<file path="src/rtl/core/assert_macros.svh">
// assertion macros shared by the rtl, compiled out under synthesis
`ifndef ASSERT_MACROS_SVH
`define ASSERT_MACROS_SVH

`ifndef SYNTHESIS

`define ASSERT_IMP(label, clk, rstn, ante, cons, msg) \
    label: assert property (@(posedge clk) disable iff (!(rstn)) (ante) |-> (cons)) \
        else $error(msg);

`define ASSERT_NEXT(label, clk, rstn, ante, cons, msg) \
    label: assert property (@(posedge clk) disable iff (!(rstn)) (ante) |=> (cons)) \
        else $error(msg);

`define ASSERT_NEVER(label, clk, rstn, expr, msg) \
    label: assert property (@(posedge clk) disable iff (!(rstn)) !(expr)) \
        else $error(msg);

`else

`define ASSERT_IMP(label, clk, rstn, ante, cons, msg)
`define ASSERT_NEXT(label, clk, rstn, ante, cons, msg)
`define ASSERT_NEVER(label, clk, rstn, expr, msg)

`endif

`endif

</file>
<file path="src/rtl/core/ycrp_pkg.sv">
// types and constants of the ycbcr 4:2:0 to packed rgb converter
`timescale 1ns / 1ps

package ycrp_pkg;

    localparam int SUM_W = 27;

    // bt.601 studio range coefficients in signed q2.16 (19 bits, 16 fraction bits)
    localparam logic signed [18:0] Y_COEF      = 19'sd76284;
    localparam logic signed [18:0] CR_RED_COEF = 19'sd104595;
    localparam logic signed [18:0] CR_GRN_COEF = -19'sd53280;
    localparam logic signed [18:0] CB_GRN_COEF = -19'sd25624;
    localparam logic signed [18:0] CB_BLU_COEF = 19'sd132252;
    localparam logic signed [SUM_W-1:0] ROUND_HALF = 27'sd32768;

    localparam logic signed [8:0] LUMA_OFFSET   = 9'sd16;
    localparam logic signed [8:0] CHROMA_OFFSET = 9'sd128;

    localparam logic [1:0] LAST_IDX_FULL = 2'd3;
    localparam logic [1:0] LAST_IDX_HALF = 2'd1;

    typedef enum logic [1:0] {
        FMT_RGB555 = 2'd0,
        FMT_RGB565 = 2'd1,
        FMT_BGR24  = 2'd2,
        FMT_BGR32  = 2'd3
    } ycrp_fmt_t;

    localparam ycrp_fmt_t FMT_RESET = FMT_BGR32;

    typedef struct packed {
        logic lower_row;
        logic last_of_group;
    } ycrp_side_t;

    typedef struct packed {
        logic [7:0] luma;
        logic [7:0] cb;
        logic [7:0] cr;
        ycrp_side_t side;
    } ycrp_pix_t;

    typedef struct packed {
        logic       busy;
        logic       last;
        logic [1:0] idx;
    } ycrp_split_stat_t;

endpackage

</file>
<file path="src/rtl/core/ycrp_split.sv">
// holds one 4:2:0 group and feeds its pixels into the pipeline one per cycle while advance is high
`timescale 1ns / 1ps

module ycrp_split
    import ycrp_pkg::*;
(
    input  logic             aclk,
    input  logic             aresetn,
    input  logic             s_valid,
    output logic             s_ready,
    input  logic [7:0]       s_luma_top_left,
    input  logic [7:0]       s_luma_top_right,
    input  logic [7:0]       s_luma_bottom_left,
    input  logic [7:0]       s_luma_bottom_right,
    input  logic [7:0]       s_chroma_blue,
    input  logic [7:0]       s_chroma_red,
    input  logic             s_single_row,
    input  logic             advance,
    output logic             pix_valid,
    output ycrp_pix_t        pix,
    output ycrp_split_stat_t stat
);

    logic       busy_reg, busy_next;
    logic [1:0] idx_reg, idx_next;
    logic [7:0] luma_reg [4];
    logic [7:0] cb_reg;
    logic [7:0] cr_reg;
    logic       single_reg;
    logic       last;
    logic       take;

    assign last    = single_reg ? (idx_reg == LAST_IDX_HALF) : (idx_reg == LAST_IDX_FULL);
    assign s_ready = !busy_reg || (advance && last);
    assign take    = s_valid && s_ready;

    always_comb begin
        busy_next = busy_reg;
        idx_next  = idx_reg;
        if (take) begin
            busy_next = 1'b1;
            idx_next  = 2'd0;
        end else if (busy_reg && advance) begin
            if (last) begin
                busy_next = 1'b0;
            end
            idx_next = idx_reg + 2'd1;
        end
    end

    always_ff @(posedge aclk) begin
        if (!aresetn) begin
            busy_reg <= 1'b0;
            idx_reg  <= 2'd0;
        end else begin
            busy_reg <= busy_next;
            idx_reg  <= idx_next;
        end
    end

    always_ff @(posedge aclk) begin
        if (take) begin
            luma_reg[0] <= s_luma_top_left;
            luma_reg[1] <= s_luma_top_right;
            luma_reg[2] <= s_luma_bottom_left;
            luma_reg[3] <= s_luma_bottom_right;
            cb_reg      <= s_chroma_blue;
            cr_reg      <= s_chroma_red;
            single_reg  <= s_single_row;
        end
    end

    assign pix_valid               = busy_reg;
    assign pix.luma                = luma_reg[idx_reg];
    assign pix.cb                  = cb_reg;
    assign pix.cr                  = cr_reg;
    assign pix.side.lower_row      = idx_reg[1];
    assign pix.side.last_of_group  = last;

    assign stat.busy = busy_reg;
    assign stat.last = last;
    assign stat.idx  = idx_reg;

endmodule

</file>
<file path="src/rtl/core/ycrp_conv.sv">
// two pipeline stages: coefficient products, then per-channel rounded sums
`timescale 1ns / 1ps

module ycrp_conv
    import ycrp_pkg::*;
(
    input  logic                    aclk,
    input  logic                    aresetn,
    input  logic                    advance,
    input  logic                    in_valid,
    input  ycrp_pix_t               pix,
    output logic                    out_valid,
    output ycrp_side_t              out_side,
    output logic signed [SUM_W-1:0] r_sum,
    output logic signed [SUM_W-1:0] g_sum,
    output logic signed [SUM_W-1:0] b_sum
);

    logic signed [8:0] y_diff;
    logic signed [8:0] cb_diff;
    logic signed [8:0] cr_diff;

    logic                    v1_reg;
    ycrp_side_t              side1_reg;
    logic signed [SUM_W-1:0] y_prod_reg;
    logic signed [SUM_W-1:0] cr_red_reg;
    logic signed [SUM_W-1:0] cr_grn_reg;
    logic signed [SUM_W-1:0] cb_grn_reg;
    logic signed [SUM_W-1:0] cb_blu_reg;

    logic                    v2_reg;
    ycrp_side_t              side2_reg;
    logic signed [SUM_W-1:0] r_sum_reg;
    logic signed [SUM_W-1:0] g_sum_reg;
    logic signed [SUM_W-1:0] b_sum_reg;

    assign y_diff  = $signed({1'b0, pix.luma}) - LUMA_OFFSET;
    assign cb_diff = $signed({1'b0, pix.cb}) - CHROMA_OFFSET;
    assign cr_diff = $signed({1'b0, pix.cr}) - CHROMA_OFFSET;

    always_ff @(posedge aclk) begin
        if (!aresetn) begin
            v1_reg <= 1'b0;
            v2_reg <= 1'b0;
        end else if (advance) begin
            v1_reg <= in_valid;
            v2_reg <= v1_reg;
        end
    end

    always_ff @(posedge aclk) begin
        if (advance) begin
            side1_reg  <= pix.side;
            y_prod_reg <= SUM_W'(y_diff * Y_COEF);
            cr_red_reg <= SUM_W'(cr_diff * CR_RED_COEF);
            cr_grn_reg <= SUM_W'(cr_diff * CR_GRN_COEF);
            cb_grn_reg <= SUM_W'(cb_diff * CB_GRN_COEF);
            cb_blu_reg <= SUM_W'(cb_diff * CB_BLU_COEF);

            side2_reg  <= side1_reg;
            r_sum_reg  <= y_prod_reg + cr_red_reg + ROUND_HALF;
            g_sum_reg  <= y_prod_reg + cr_grn_reg + cb_grn_reg + ROUND_HALF;
            b_sum_reg  <= y_prod_reg + cb_blu_reg + ROUND_HALF;
        end
    end

    assign out_valid = v2_reg;
    assign out_side  = side2_reg;
    assign r_sum     = r_sum_reg;
    assign g_sum     = g_sum_reg;
    assign b_sum     = b_sum_reg;

endmodule

</file>
<file path="src/rtl/core/ycrp_pack.sv">
// last stage: clamp each channel to a byte and pack into the output register
`timescale 1ns / 1ps

module ycrp_pack
    import ycrp_pkg::*;
(
    input  logic                    aclk,
    input  logic                    aresetn,
    input  logic                    advance,
    input  ycrp_fmt_t               fmt,
    input  logic                    in_valid,
    input  ycrp_side_t              in_side,
    input  logic signed [SUM_W-1:0] r_sum,
    input  logic signed [SUM_W-1:0] g_sum,
    input  logic signed [SUM_W-1:0] b_sum,
    output logic                    m_valid,
    output logic [23:0]             m_pixel_word,
    output logic                    m_lower_row,
    output logic                    m_last_of_group
);

    function automatic logic [7:0] clip8(input logic signed [SUM_W-1:0] s);
        logic [7:0] v;
        if (s[SUM_W-1]) begin
            v = 8'd0;
        end else if (|s[SUM_W-2:24]) begin
            v = 8'hff;
        end else begin
            v = s[23:16];
        end
        return v;
    endfunction

    logic [7:0]  r8, g8, b8;
    logic [23:0] word;

    logic        valid_reg;
    logic [23:0] word_reg;
    ycrp_side_t  side_reg;

    assign r8 = clip8(r_sum);
    assign g8 = clip8(g_sum);
    assign b8 = clip8(b_sum);

    always_comb begin
        unique case (fmt)
            FMT_RGB555: word = {9'd0, r8[7:3], g8[7:3], b8[7:3]};
            FMT_RGB565: word = {8'd0, r8[7:3], g8[7:2], b8[7:3]};
            FMT_BGR24:  word = {r8, g8, b8};
            FMT_BGR32:  word = {r8, g8, b8};
            default:    word = {r8, g8, b8};
        endcase
    end

    always_ff @(posedge aclk) begin
        if (!aresetn) begin
            valid_reg <= 1'b0;
        end else if (advance) begin
            valid_reg <= in_valid;
        end
    end

    always_ff @(posedge aclk) begin
        if (advance) begin
            word_reg <= word;
            side_reg <= in_side;
        end
    end

    assign m_valid         = valid_reg;
    assign m_pixel_word    = word_reg;
    assign m_lower_row     = side_reg.lower_row;
    assign m_last_of_group = side_reg.last_of_group;

endmodule

</file>
<file path="src/rtl/core/ycbcr420_to_rgb_pack_top.sv">
// ycbcr 4:2:0 group to packed rgb pixel stream, top level
//
// input channel (s_*): one 2x2 group per item, four luma samples, the shared
// cb/cr pair and a single-row flag for the last line of an odd-height frame.
// result channel (m_*): one packed pixel per item in row order, top-left,
// top-right, bottom-left, bottom-right; lower_row marks the bottom pair and
// last_of_group the final pixel of the group. a single-row group gives only
// the top pair.
// throughput: one pixel per cycle while the receiver does not stall; the group
// holding register is reloaded in the cycle its last pixel leaves, so groups
// follow each other with no gap.
// path from group accept to its first pixel on m_*: the accept edge loads the
// group register, then the pixel passes through the product stage, the sum
// stage and the clamp/pack output register in turn.
// cfg_wr_en/cfg_wr_data write the output format, reset value 32-bit bgr.
// reset clears the valid bits of every stage; no group is held.
// when the receiver stalls the whole pipeline holds, nothing is lost, and
// s_ready drops once the group register is busy.
`timescale 1ns / 1ps
`include "assert_macros.svh"

module ycbcr420_to_rgb_pack_top
    import ycrp_pkg::*;
(
    input  logic        aclk,
    input  logic        aresetn,
    input  logic        cfg_wr_en,
    input  logic [1:0]  cfg_wr_data,
    input  logic        s_valid,
    output logic        s_ready,
    input  logic [7:0]  s_luma_top_left,
    input  logic [7:0]  s_luma_top_right,
    input  logic [7:0]  s_luma_bottom_left,
    input  logic [7:0]  s_luma_bottom_right,
    input  logic [7:0]  s_chroma_blue,
    input  logic [7:0]  s_chroma_red,
    input  logic        s_single_row,
    output logic        m_valid,
    input  logic        m_ready,
    output logic [23:0] m_pixel_word,
    output logic        m_lower_row,
    output logic        m_last_of_group
);

    ycrp_fmt_t fmt_reg;

    logic                    advance;
    logic                    pix_valid;
    ycrp_pix_t               pix;
    ycrp_split_stat_t        split_stat;
    logic                    sum_valid;
    ycrp_side_t              sum_side;
    logic signed [SUM_W-1:0] r_sum, g_sum, b_sum;

    always_ff @(posedge aclk) begin
        if (!aresetn) begin
            fmt_reg <= FMT_RESET;
        end else if (cfg_wr_en) begin
            fmt_reg <= ycrp_fmt_t'(cfg_wr_data);
        end
    end

    // whole pipeline moves together unless the output register is stuck
    assign advance = !m_valid || m_ready;

    ycrp_split u_split (
        .aclk                (aclk),
        .aresetn             (aresetn),
        .s_valid             (s_valid),
        .s_ready             (s_ready),
        .s_luma_top_left     (s_luma_top_left),
        .s_luma_top_right    (s_luma_top_right),
        .s_luma_bottom_left  (s_luma_bottom_left),
        .s_luma_bottom_right (s_luma_bottom_right),
        .s_chroma_blue       (s_chroma_blue),
        .s_chroma_red        (s_chroma_red),
        .s_single_row        (s_single_row),
        .advance             (advance),
        .pix_valid           (pix_valid),
        .pix                 (pix),
        .stat                (split_stat)
    );

    ycrp_conv u_conv (
        .aclk      (aclk),
        .aresetn   (aresetn),
        .advance   (advance),
        .in_valid  (pix_valid),
        .pix       (pix),
        .out_valid (sum_valid),
        .out_side  (sum_side),
        .r_sum     (r_sum),
        .g_sum     (g_sum),
        .b_sum     (b_sum)
    );

    ycrp_pack u_pack (
        .aclk            (aclk),
        .aresetn         (aresetn),
        .advance         (advance),
        .fmt             (fmt_reg),
        .in_valid        (sum_valid),
        .in_side         (sum_side),
        .r_sum           (r_sum),
        .g_sum           (g_sum),
        .b_sum           (b_sum),
        .m_valid         (m_valid),
        .m_pixel_word    (m_pixel_word),
        .m_lower_row     (m_lower_row),
        .m_last_of_group (m_last_of_group)
    );

    `ASSERT_NEXT(a_accept_loads, aclk, aresetn, s_valid && s_ready, split_stat.busy && (split_stat.idx == 2'd0), "accepted item did not load the group register")
    `ASSERT_NEXT(a_stall_holds_idx, aclk, aresetn, split_stat.busy && !advance, $stable(split_stat.idx) && split_stat.busy, "pixel index moved during a stall")
    `ASSERT_NEVER(a_no_overwrite, aclk, aresetn, s_valid && s_ready && split_stat.busy && !(advance && split_stat.last), "item accepted while group still emitting")

endmodule
</file>
<file path="config.mk">
export PLATFORM = sky130hd
export DESIGN_NAME = ycbcr420_to_rgb_pack_top
export DESIGN_NICKNAME = d
export VERILOG_FILES = /design/src/rtl/core/ycrp_pkg.sv /design/src/rtl/core/ycrp_split.sv /design/src/rtl/core/ycrp_conv.sv /design/src/rtl/core/ycrp_pack.sv /design/src/rtl/core/ycbcr420_to_rgb_pack_top.sv
export VERILOG_INCLUDE_DIRS = /design/src /design/src/rtl/core
export SDC_FILE = /design/constraint.sdc
export NUM_CORES = 1
export LEC_CHECK = 0
export ABC_AREA = 1
export BUFFER_PORTS_ARGS = -buffer_cell sky130_fd_sc_hd__buf_2
export CAP_MARGIN = 40
export CORE_MARGIN = 10
export CORE_UTILIZATION = 59
export DETAILED_ROUTE_END_ITERATION = 16
export PLACE_DENSITY = 0.82
export SYNTH_ARGS = -nofsm -noshare
export SYNTH_HDL_FRONTEND = slang
export SYNTH_HIERARCHICAL = 1
export SYNTH_SLANG_ARGS = --single-unit
export TNS_END_PERCENT = 10
</file>
<file path="constraint.sdc">
create_clock -name aclk -period 8.4 [get_ports aclk]
set_input_delay 1.68 -clock aclk [delete_from_list [all_inputs] [get_ports aclk]]
set_output_delay 1.68 -clock aclk [all_outputs]
set_load 0.03 [all_outputs]
</file>
Yosys cells after proc, flatten, opt, wreduce, memory -nomap -nowiden --
Memories as Yosys holds them, arrays and structs flattened. A register that Yosys moved wholly into a read port is not among the register bits. Cells that the tools add are included. W data, S select, Z words.
Operators by class: multiply operators 5, shift-type cells 0, bitwise logic cells 1, add/subtract/negate cells 11, div/mod/pow operators 0, equality and inequality tests 5, reduce and logical (&&, ||, !) cells 16, multiplexer cells 15, magnitude comparators 0
Operators by type and width (count):
- $add A27 B27 Y27 | 4
- $add A27 B17 Y27 const B | 3
- $pmux W24 S3 | 1
- $mux W8 | 6
- $mul A9 B18 Y27 const B | 1
- $mul A9 B16 Y25 const B | 1
- $mul A9 B17 Y25 const B | 1
- $mul A9 B13 Y22 const B | 1
- $mul A9 B12 Y21 const B | 1
- $sub A8 B8 Y9 const B | 2
- $reduce_or A2 Y1 | 5
- $sub A8 B5 Y9 const B | 1
- $eq A2 B2 Y1 const B | 3
- $mux W1 | 6
- $eq A2 B1 Y1 const B | 2
- $mux W2 | 2
- $reduce_bool A2 Y1 | 2
- $logic_and A1 B1 Y1 | 3
- $add A2 B1 Y2 const B | 1
- $logic_not A1 Y1 | 2
- $logic_not A2 Y1 | 1
- $logic_or A1 B1 Y1 | 2
- $reduce_and A2 Y1 | 1
- $not A1 Y1 | 1
Word-level totals: output and inout bits 28, input bits 56, latch bits 0, bits in registers 259, memory bits (writable) 32, memories kept 1, ROM bits 0, logic and storage cells 78
Memories:
- u_split.luma_reg | words 4, bits a word 8, read ports 1, clocked after Yosys merged registers in 1, write ports 4, RTL line ycrp_split.sv:26 | logic [7:0] luma_reg [4];

Longest topological paths before layout --
word-level depth 7, mapped depth 29, mapped depth without buffers 28

Cells and area by module --
The synthesis kept the hierarchy.
Modules (own cells, without submodules):
- ycrp_conv | cells an instance 3234, area each 25692.1 sq um, sequential area each 5985.7 sq um, times used 1
- ycrp_split | cells an instance 121, area each 1929.4 sq um, sequential area each 1571.5 sq um, times used 1
- ycrp_pack | cells an instance 154, area each 1502.7 sq um, sequential area each 800.8 sq um, times used 1
- ycbcr420_to_rgb_pack_top | cells an instance 11, area each 76.3 sq um, sequential area each 40.0 sq um, times used 1

Worst setup path before layout --
Ideal clock, no wire load.
path type input -> output, start input m_ready, end output s_ready, slack -0.667 ns, required time 6.720 ns, buffers on the path 0, arrival 7.387 ns, stages on the path 4, cells stage by stage inv_1 nand2_1 nand4_1 nand2_2
On the way: word-level cells in the longest chain between the ends 3
RTL lines:
- start, declared | RTL line ycbcr420_to_rgb_pack_top.sv:39 | input logic m_ready,
- $logic_or A1 B1 Y1 | RTL line ycbcr420_to_rgb_pack_top.sv:64 | assign advance = !m_valid || m_ready;
- named net advance | RTL line ycbcr420_to_rgb_pack_top.sv:47 | logic advance;
- $logic_and A1 B1 Y1 | RTL line ycrp_split.sv:34 | assign s_ready = !busy_reg || (advance && last);
- $logic_or A1 B1 Y1 | RTL line ycrp_split.sv:34
- end, declared | RTL line ycbcr420_to_rgb_pack_top.sv:30 | output logic s_ready,
The timed path passes the listed nets, and every way through them passes these cells.

==> impl_metrics.ini <==
[status]
outcome = finished, final reports clean

[floorplan]
die_y_um = 236
start_util_pct = 60.1
dieArea_mm2 = 0.0555
ioPinCount = 84
rows = 78
die_width_um = 236
core_area_mm2 = 0.0457

[clock_network]
hold_buffers = 0
htreeDepth = 1
post_cts_buffers = 0
cts-root-buf = clkbuf_16
cts_buffers = 27
cts_buffer_depth = 3
ctsResizeCount = 0
path_clk_slew_ps = 60
clk_latency_ps = 560
cts_tree = built
cts_sinks = 239

[sta]
skew_ps = 27.4
slew_violations = 0
hold_slack_ps = 417
worstMarginPinSlew_ps = 836
hold_viol_final = 0
grt_setup_unrepaired = no
fmax_mhz = 173
timing.setup.tns_ps = 0
period_share_pct = 68.7
finalSetupViolations = 0
timing.slew.headroom_pct = 44.2
min_period_ps = 5770

[setup_path]
crit_family = adder cells
crit_slowest_cell = fa_1
crit_path_max_incr_delay_ps = 520
criticalPathCategory = flip-flop to flip-flop
end_kind = flip-flop
critPathMaxFanout = 17
critPathBufInv = 5
path_cells = inv_2 > o21ai_0 > o22ai_1 > inv_1 > ha_1 > xnor2_1 > inv_1 > ha_1 > ha_1 > inv_1 > fa_1 > inv_1 > fa_1 > fa_1 > ha_1 > or2_2 > and2_1 > nand3_1 > nand3_1 > nand2_1 > nand2_1
cp.required_ps = 8730
start_kind = flip-flop
worstPathArrival_ps = 6090

[detailed_routing]
drtIter0Drc = 1476
wire_per_inst_um = 15.6
routed_wl_um = 64600
firstDrtPassIters = 7
ant_nets = 0
num_vias = 21500
drc = 0
viasPerCell = 5.21

[grt]
antenna_found_initial = 0
grt_usage_pct = 23.4
grt_pass1_wl_um = 107000
first_global_vias = 21100
grt_max_degree = 67
overflow = 0

[yosys]
synthCells = 3408
synth.avg_cell_area_um2 = 8.05
syn_area_mm2 = 0.0274
synth.net_count = 4127
yosysWarnings = 6

[final_layout]
drive_gt1_share_pct = 5.92
final_area_mm2 = 0.0294
largest_register_ffs = 32
multi_input_area_mm2 = 0.0174
area_growth_pct = 7.22
regArea_mm2 = 0.00708
layout.nets = 4230
fillers = 3761
n_antenna_cell = 0

[flow_run]
cap_violations = 0

[placed_design]
placed_cell_area_mm2 = 0.0285
dp_hpwl_um = 54100
gp_congestion = 0.999
port_buffers = 83

[min_path]
worstHoldPathType = flip-flop to flip-flop
-- metrics by stage --
stage / setup WS, ps / instances / utilization, %
final: 2630 / 4131 / 64.4
after global routing: 2150 / 4131 / 64.4
after CTS: 2650 / 4131 / 64.4
after detailed placement: 2660 / 4082 / 62.5
after global placement: 2760 / 4082 / 62.5
after floorplan: 347 / 3408 / -
-- final timing paths --
check | startpoint | endpoint | slack, ps | cells after the start
setup / recovery | flip-flop | u_conv/y_prod_reg[19]$_DFFE_PP_ | 2630 | 21
hold / removal | u_conv/side1_reg[0]$_DFFE_PP_ | u_conv/out_side[0]$_DFFE_PP_ | 420 | 0
setup reg to reg | flip-flop | u_conv/y_prod_reg[19]$_DFFE_PP_ | 2630 | 21
hold reg to reg | u_conv/side1_reg[0]$_DFFE_PP_ | u_conv/out_side[0]$_DFFE_PP_ | 420 | 0
-- worst register-to-register path: cells and delay by family (launching register included) --
kind | cells | cell delay (ps)
simple gates | 6 | 820
buf+inv | 5 | 770
compound gates | 2 | 360
flops | 1 | 470
fa+ha+maj | 7 | 2750
xor+xnor | 1 | 370
-- routing by layer --
metal  track usage, %  up-vias  part of all wire [%]
met5                0        -                     0
met4             8.13        0                   3.8
met3             2.80      119                   6.3
met2             37.8      626                    45
met1             31.9     9839                    45
li1                 -    10900                     -
-- cell usage in the layout (no fill, tap or decap), types with 21 or more instances in the layout --
cell,n
nand2_1,980
edfxtp_1,229
xor2_1,59
nand3_2,21
inv_1,762
a21oi_1,111
nor2_1,193
ha_1,494
nand4_1,42
buf_2,83
nand3_1,175
fa_1,169
o21ai_0,26
clkbuf_16,27
-- final cells by class --
type	instances	share of cell area [%]
multi-input combinational	2390	59.1
sequential	239	24.0
inverter	767	9.79
tap	600	2.55
clock buffer	27	2.30
timing repair buffer	86	1.49
clock inverter	22	0.731
Power is not shown: default switching activity piles up to over one toggle a cycle in this logic, so the estimate is an artifact.
